**src/hw/rtl/nck_pkg.sv**
```systemverilog
// ----------------------------------------------------------------------------
// nck_pkg
// Shared types, character codes and the hex digit decoder of the sentence
// checksum verifier.
// ----------------------------------------------------------------------------
`timescale 1ns / 1ps

package nck_pkg;

  localparam logic [7:0] CharStar   = 8'h2A;
  localparam logic [7:0] CharDollar = 8'h24;
  localparam logic [7:0] CharZero   = 8'h30;
  localparam logic [7:0] CharNine   = 8'h39;
  localparam logic [7:0] CharUpperA = 8'h41;
  localparam logic [7:0] CharUpperF = 8'h46;
  localparam logic [7:0] CharLowerA = 8'h61;
  localparam logic [7:0] CharLowerF = 8'h66;
  localparam logic [7:0] DigitOffset = 8'd10;

  localparam logic [1:0] DigitsExpected = 2'd2;
  localparam logic [1:0] CountMax       = 2'd3;

  typedef enum logic [1:0] {
    PhaseFirst  = 2'd0,
    PhaseBody   = 2'd1,
    PhaseDigits = 2'd2
  } phase_e;

  typedef struct packed {
    phase_e     phase;
    logic [7:0] running_xor;
    logic [7:0] received_value;
    logic [1:0] digit_count;
    logic       reject_flag;
  } state_t;

  localparam state_t StateReset = '{
    phase:          PhaseFirst,
    running_xor:    8'h00,
    received_value: 8'h00,
    digit_count:    2'd0,
    reject_flag:    1'b0
  };

  typedef struct packed {
    logic       sentence_valid;
    logic [7:0] computed_checksum;
  } result_t;

  typedef struct packed {
    logic       is_hex;
    logic [3:0] nibble;
  } hex_t;

  function automatic hex_t hex_digit(input logic [7:0] b);
    hex_t h;
    h.is_hex = 1'b1;
    h.nibble = 4'h0;
    if (b >= CharZero && b <= CharNine) begin
      h.nibble = 4'(b - CharZero);
    end else if (b >= CharUpperA && b <= CharUpperF) begin
      h.nibble = 4'(b - CharUpperA + DigitOffset);
    end else if (b >= CharLowerA && b <= CharLowerF) begin
      h.nibble = 4'(b - CharLowerA + DigitOffset);
    end else begin
      h.is_hex = 1'b0;
    end
    return h;
  endfunction

endpackage

```
**src/hw/rtl/nck_if.sv**
```systemverilog
// ----------------------------------------------------------------------------
// nck_if
// Valid/ready channels for sentence bytes in and checksum results out.
// ----------------------------------------------------------------------------
`timescale 1ns / 1ps

interface nck_in_if;
  logic       valid;
  logic       ready;
  logic [7:0] data_byte;
  logic       end_of_sentence;

  modport source (output valid, output data_byte, output end_of_sentence, input ready);
  modport sink   (input valid, input data_byte, input end_of_sentence, output ready);
endinterface

interface nck_out_if;
  logic       valid;
  logic       ready;
  logic       sentence_valid;
  logic [7:0] computed_checksum;

  modport source (output valid, output sentence_valid, output computed_checksum, input ready);
  modport sink   (input valid, input sentence_valid, input computed_checksum, output ready);
endinterface

```
**src/hw/rtl/nck_step.sv**
```systemverilog
// ----------------------------------------------------------------------------
// nck_step
// Per-byte update of the sentence state and the verdict on the last byte.
// ----------------------------------------------------------------------------
`timescale 1ns / 1ps

module nck_step (
  input  nck_pkg::state_t  state_i,
  input  logic [7:0]       data_byte_i,
  input  logic             end_of_sentence_i,
  output nck_pkg::state_t  state_o,
  output nck_pkg::result_t result_o
);
  import nck_pkg::*;

  hex_t   hex;
  state_t upd;
  logic   is_star;

  assign is_star = (data_byte_i == CharStar);

  always_comb begin
    upd = state_i;
    hex = hex_digit(data_byte_i);
    case (state_i.phase)
      PhaseFirst: begin
        if (is_star) begin
          upd.reject_flag = 1'b1;
          upd.phase       = PhaseDigits;
        end else begin
          if (data_byte_i != CharDollar) begin
            upd.reject_flag = 1'b1;
          end
          upd.phase = PhaseBody;
        end
      end
      PhaseBody: begin
        if (is_star) begin
          upd.phase = PhaseDigits;
        end else begin
          upd.running_xor = state_i.running_xor ^ data_byte_i;
        end
      end
      default: begin
        upd.phase = PhaseDigits;
        if (is_star || !hex.is_hex) begin
          upd.reject_flag = 1'b1;
        end else begin
          upd.received_value = {state_i.received_value[3:0], hex.nibble};
        end
        if (state_i.digit_count != CountMax) begin
          upd.digit_count = state_i.digit_count + 2'd1;
        end
      end
    endcase
  end

  always_comb begin
    result_o.sentence_valid = !upd.reject_flag && (upd.phase == PhaseDigits) &&
                              (upd.digit_count == DigitsExpected) &&
                              (upd.received_value == upd.running_xor);
    result_o.computed_checksum = upd.running_xor;
    state_o = end_of_sentence_i ? StateReset : upd;
  end

endmodule

```
**src/hw/rtl/nmea_checksum_verifier.sv**
```systemverilog
// ----------------------------------------------------------------------------
// nmea_checksum_verifier
// Checks the checksum of a '$'-framed sentence that arrives one byte per
// request, the last byte flagged by end_of_sentence. Bytes between '$' and
// '*' are XORed and compared with the two hex digits after the '*'. One
// result (pass bit and computed XOR) appears for each sentence in the
// cycle after its last byte is taken. A byte is taken every cycle: the
// sentence state updates in a single registered pass, and the result
// register lets the next sentence keep flowing; in_i.ready drops only while
// a result is held and the sink is not ready.
// ----------------------------------------------------------------------------
`timescale 1ns / 1ps

module nmea_checksum_verifier (
  input  logic             clk_i,
  input  logic             rst_ni,
  nck_in_if.sink           in_i,
  nck_out_if.source        out_o
);
  import nck_pkg::*;

  state_t  state_q, state_d;
  result_t result_d, result_q;
  logic    out_valid_q;
  logic    accept;
  logic    emit;

  assign in_i.ready = !out_valid_q || out_o.ready;
  assign accept     = in_i.valid && in_i.ready;
  assign emit       = accept && in_i.end_of_sentence;

  nck_step u_step (
    .state_i           (state_q),
    .data_byte_i       (in_i.data_byte),
    .end_of_sentence_i (in_i.end_of_sentence),
    .state_o           (state_d),
    .result_o          (result_d)
  );

  always_ff @(posedge clk_i or negedge rst_ni) begin
    if (!rst_ni) begin
      state_q     <= StateReset;
      out_valid_q <= 1'b0;
    end else begin
      if (accept) begin
        state_q <= state_d;
      end
      if (emit) begin
        out_valid_q <= 1'b1;
      end else if (out_o.ready) begin
        out_valid_q <= 1'b0;
      end
    end
  end

  always_ff @(posedge clk_i) begin
    if (emit) begin
      result_q <= result_d;
    end
  end

  assign out_o.valid             = out_valid_q;
  assign out_o.sentence_valid    = result_q.sentence_valid;
  assign out_o.computed_checksum = result_q.computed_checksum;

endmodule

```
**src/flat_wrapper.sv**
```systemverilog
// flat-port wrapper written by rule: the top's interface ports become plain ports
module nmea_checksum_verifier_flat import nck_pkg::*;
  (clk_i, rst_ni, in_i_valid, in_i_data_byte, in_i_end_of_sentence, in_i_ready, out_o_valid, out_o_sentence_valid, out_o_computed_checksum, out_o_ready);
  nck_in_if in_i_i ();
  nck_out_if out_o_i ();
  input  logic clk_i;
  input  logic rst_ni;
  input wire logic [$bits(in_i_i.valid)-1:0] in_i_valid;
  input wire logic [$bits(in_i_i.data_byte)-1:0] in_i_data_byte;
  input wire logic [$bits(in_i_i.end_of_sentence)-1:0] in_i_end_of_sentence;
  output wire logic [$bits(in_i_i.ready)-1:0] in_i_ready;
  output wire logic [$bits(out_o_i.valid)-1:0] out_o_valid;
  output wire logic [$bits(out_o_i.sentence_valid)-1:0] out_o_sentence_valid;
  output wire logic [$bits(out_o_i.computed_checksum)-1:0] out_o_computed_checksum;
  input wire logic [$bits(out_o_i.ready)-1:0] out_o_ready;
  assign in_i_i.valid = in_i_valid;
  assign in_i_i.data_byte = in_i_data_byte;
  assign in_i_i.end_of_sentence = in_i_end_of_sentence;
  assign in_i_ready = in_i_i.ready;
  assign out_o_valid = out_o_i.valid;
  assign out_o_sentence_valid = out_o_i.sentence_valid;
  assign out_o_computed_checksum = out_o_i.computed_checksum;
  assign out_o_i.ready = out_o_ready;
  nmea_checksum_verifier u_core (.clk_i(clk_i), .rst_ni(rst_ni), .in_i(in_i_i), .out_o(out_o_i));
endmodule
```
**config.mk**
```make
export PLATFORM = sky130hd
export DESIGN_NAME = nmea_checksum_verifier_flat
export DESIGN_NICKNAME = d
export VERILOG_FILES = /design/src/hw/rtl/nck_pkg.sv /design/src/hw/rtl/nck_if.sv /design/src/hw/rtl/nck_step.sv /design/src/hw/rtl/nmea_checksum_verifier.sv /design/src/flat_wrapper.sv
export SDC_FILE = /design/constraint.sdc
export NUM_CORES = 1
export LEC_CHECK = 0
export BUFFER_PORTS_ARGS = -buffer_cell sky130_fd_sc_hd__buf_2
export CAP_MARGIN = 20
export CORE_UTILIZATION = 60
export CTS_BUF_LIST = sky130_fd_sc_hd__clkbuf_4
export CTS_CLUSTER_SIZE = 28
export DETAILED_ROUTE_END_ITERATION = 16
export GPL_ROUTABILITY_DRIVEN = 0
export PLACE_DENSITY = 0.82
export SYNTH_ARGS = -nofsm -noshare
export SYNTH_HDL_FRONTEND = slang
export SYNTH_SLANG_ARGS = --single-unit
```
**constraint.sdc**
```tcl
create_clock -name clk_i -period 2.8 [get_ports clk_i]
set_clock_uncertainty 0.2 [all_clocks]
set_input_delay 0.28 -clock clk_i [delete_from_list [all_inputs] [get_ports clk_i]]
set_output_delay 0.28 -clock clk_i [all_outputs]
set_load 0.02 [all_outputs]
```
After elaboration in Yosys (flattened, before gate mapping) --
Index checks and enable logic that the tools add are counted.
Word-level totals: bits in registers 31, input port bits 13, word-level logic and storage cells 65
Cells by class: add/sub/neg operators 6, magnitude comparators 6, eq/ne operators 7, multiplexer cells 21, bitwise logic cells 1, reduce and logical (&&, ||, !) cells 16
Operators by type and width (number):
- 8-bit two-way mux | 3
- 21-bit two-way mux | 1
- 8-bit by 7-bit greater-or-equal comparator with 1-bit output (second input constant) | 2
- 8-bit by 7-bit <= comparator with 1-bit output (second input constant) | 2
- 4-bit two-way mux | 3
- 4-bit by 1-bit subtractor with 4-bit output (second input constant) | 3
- 10-bit two-way mux | 1
- 4-bit adder (second input constant) | 2
- 8-bit by 6-bit == test with 1-bit output (second input constant) | 1
- 8-bit == test | 1
- 8-bit by 6-bit greater-or-equal comparator with 1-bit output (second input constant) | 1
- 8-bit by 6-bit <= comparator with 1-bit output (second input constant) | 1
- 1-bit logical AND | 8
- 1-bit two-way mux | 8
- 8-bit by 6-bit inequality test with 1-bit output (second input constant) | 1
- 8-bit XOR | 1
- 2-bit two-way mux | 3
- 2-bit == test (second input constant) | 2
- 2-bit case mux with 2 select lines | 1
- 1-bit zero test | 3
- 2-bit by 1-bit adder with 2-bit output (second input constant) | 1
- 2-bit by 1-bit == test with 1-bit output (second input constant) | 1
- 2-bit zero test | 1
- 1-bit logical OR | 2
- other kinds (4) | 4

Depth between registers and ports, before layout --
depth after elaboration 13, mapped depth 10, depth with buffers taken out 9

Hierarchy --
From an unflattened synthesis, not the netlist that was laid out.
Unflattened totals: cell total of the unflattened synthesis 185, area total of the unflattened synthesis 2069.5 um^2
By module, submodules not included:
- nmea_checksum_verifier | times used 1, cells each 59, area each 1211.2 um^2
- nck_step | times used 1, cells each 126, area each 858.3 um^2

Least setup slack after synthesis --
Ideal clock, no wire load.
kind input port to flip-flop, start point in in_i_data_byte[0], end point reg u_core.result_q (netlist bit u_core.out_o.sentence_valid), data pin, library setup time 170 ps, arrival time 2220 ps, setup slack 211 ps, stages on the path 9, buffers on the path 0, path through inv_1 ha_1 o21bai_1 a21oi_4 o211ai_2 mux2i_1 xor2_1 or4b_1 nor4_2
RTL lines:
- start, declared | RTL line flat_wrapper.sv:9 | input wire logic [$bits(in_i_i.data_byte)-1:0] in_i_data_byte;
- end signal, assigned | RTL line nmea_checksum_verifier.sv:58 | result_q <= result_d;
- end, declared | RTL line nmea_checksum_verifier.sv:23 | result_t result_d, result_q;

==> results.cfg <==
[timing]
rsz0062_at_grt = false
fmax_ghz = 0.376
hold_viol = 0
finalMaxSlewViolations = 0
fin_crit_sh = 0.949
tightest_slew_ps = 484
finalSetupViolations = 0
min_period_ps = 2660
slew_headroom = 0.676
fin_ws_ps = 144

[critical_path]
crit_cells = 10
cp_max_fo = 3
cp.required_ps = 2760
cp_slowest_cell = or4b_1
cp_slowest_stage_delay_ps = 570
start_kind = input port
path_buf_inv = 2
r2r_cells = 7
worstPathCellList = buf_2 -> inv_1 -> ha_1 -> o21bai_1 -> a21oi_4 -> o211ai_2 -> mux2i_1 -> xor2_1 -> or4b_1 -> nor4_2
cp.arrival_ps = 2620
crit_path_end_kind = flop
r2r_setup_slack_ps = 290
critical_path.top_delay_family = simple AND/OR/NAND/NOR gates
criticalPathCategory = input port to flop
r2r_start = u_core.state_q[19]
rr_endpoint = u_core.out_o.sentence_valid

[drt]
vias = 1549
post_drt_via_cell_ratio = 6.03
dr.pass1.iters = 10
detail-route-antenna-nets = 0
wl_per_cell_um = 16.6
drt_first_iter_violations = 95
wl_um = 4270
route.detailed.drc = 1

[clock_tree]
h-tree-depth = 2
post_cts_buffers = 0
clk_latency_ps = 340
clock-sinks = 31
cts-root-buf = clkbuf_4
cts_buffers = 5
cts_buffer_depth = 2
post_cts_resized = 0
cts.clk_slew.worst_paths_ps = 90
cts_tree = yes

[placed_design]
portBuffers = 23
pre_cts_slack_ps = -43.1
placed_cells = 248
hpwl_um = 3110

[floorplan]
start_util = 0.651
rows = 19
coreArea_um2 = 2850
dieArea_um2 = 3320
dieHeight_um = 57.7
die_w_um = 57.7
ios = 24

[logic_synthesis]
synth-async-reset-ratio = 0.710
ys_seq_area_frac = 0.442
syn_area_um2 = 1860
synth_most_common_cell = nand2_1
ys_types = 42
synth_top_area_share = 0.296
ys_seq_elements = 31
ys.flop_type = dfrtp_1
syn_nets = 210
ys_top_cells_by_count = nand2_1, dfrtp_1, inv_1, o21ai_0, nor2_1
yosysWarnings = 0
synth-edff-count = 9
syn_area_per_cell_um2 = 9.68
syn-instance-count = 192
yosys-top-cells-area = dfrtp_1, edfxtp_1, xnor2_1, nand2_1, o21ai_0
synth_top_area_cell = dfrtp_1

[hold_path]
hp-class = input port to flop
min_from = out_o_ready
holdPathEnd = u_core.out_o.valid
worstHoldPathCells = 3

[power]
p_leak_uw = 0.000968
power_per_cell_area_nw_per_um2 = 581
ir_drop_v = 0.000446

[global_route]
use_met2 = 0.449
grt_max_degree = 23
met1_usage = 0.355
gr-total-overflow = 0
antenna_found_initial = 0
grt.busiest_layer = met2
grt_pass1_wl_um = 6630
grt_pass1_vias = 1370
use_met3 = 0.0647
grt_use_total = 0.274

[flow_run]
drv_cap = 0

[outcome]
status = finished, violations left
violations = design-rule violations

[final_layout]
drive_above_1_share = 0.212
regArea_um2 = 821
fin_cells = 257
diodes = 0
areaGrowthSynthToFinish_pct = 15.1
final_util = 0.750
nets = 243
fill_cells = 191
multiInputGateArea_um2 = 935
[worst reg2reg max path, stage by stage (launching register included)]
cell and delay, ps:
dfrtp_1 410, nor2b_1 260, buf_4 200, nand2_1 80, xor2_1 290, a221oi_1 90, or4b_1 550, nor4_2 270
[what timing repair did]
item	in CTS	in global routing
endpoints found under the hold margin	22	0
hold buffers	1	0
setup endpoints to repair	0	0
[metrics by stage]
| step | power [uW] | TNS, ps | area, um^2 | hold WS (ps) |
|---|---|---|---|---|
| 6_report | 1240 | 0 | 2140 | 51.2 |
| 2_1_floorplan | 802 | 0 | 1860 | -216 |
| 3_5_place_dp | 906 | -43.1 | 2050 | 67.0 |
| 4_1_cts | 1240 | 0 | 2140 | 43.5 |
| 3_3_place_gp | 891 | 0 | 2050 | 64.5 |
| 5_1_grt | 1300 | 0 | 2140 | 90.5 |
[cell families after synthesis]
kind of cell,count (synthesis),share of synthesized area
AND/OR/NAND/NOR,60,0.176
XOR/XNOR,17,0.0801
flip-flops,31,0.442
AO/OA/AOI/OAI,49,0.180
multiplexers,6,0.0330
buffers and inverters,24,0.0552
adder cells (fa/ha/maj),5,0.0337
[state kept, by name, summed over array words and instances, names as in the netlist]
name                            count
u_core.state_q                     21
u_core.out_o.computed_checksum      8
u_core.out_o.sentence_valid         1
u_core.out_o.valid                  1
[report_power, final]
part | switching, uW | internal [uW] | total (uW)
Sequential | 41.9 | 528 | 569
Combinational | 197 | 140 | 337
Clock | 154 | 183 | 337
Total | 392 | 851 | 1240
[how the worst max path moves through the flow]
stage	to	slack, ps	start
after global routing	u_core.out_o.sentence_valid	120	in_i_data_byte[1]
after detailed placement	u_core.out_o.sentence_valid	-40	in_i_data_byte[1]
after floorplan	u_core.out_o.sentence_valid	210	in_i_data_byte[0]
after global placement	u_core.out_o.sentence_valid	90	in_i_data_byte[0]
final	u_core.out_o.sentence_valid	140	in_i_data_byte[0]
after CTS	u_core.out_o.sentence_valid	270	in_i_data_byte[0]
[final cells by class]
type | instances | share of cell area
timing repair buffer | 36 | 0.101
tap | 31 | 0.0181
inverter | 14 | 0.0246
clock inverter | 3 | 0.0181
clock buffer | 5 | 0.0176
multi-input combinational | 137 | 0.437
sequential | 31 | 0.384
[routing by layer]
metal | vias to the layer above | routed length [um]
met4 | 0 | 108
met5 | - | 0
li1 | 741 | -
met2 | 68 | 2040
met3 | 14 | 269
met1 | 726 | 1850
[layout by cell type (no fill, tap or decap), drive strengths merged, types with 5 or more instances in the layout]
cell and n:
edfxtp 9, nor2 12, a21oi 8, dfrtp 22, mux2i 5, buf 35
ha 5, nand2 23, inv 14, xor2 6, a22oi 7, nand3 5
clkbuf 5, o21ai 14, xnor2 11
Note: power is estimated with default switching activity, not from simulation.
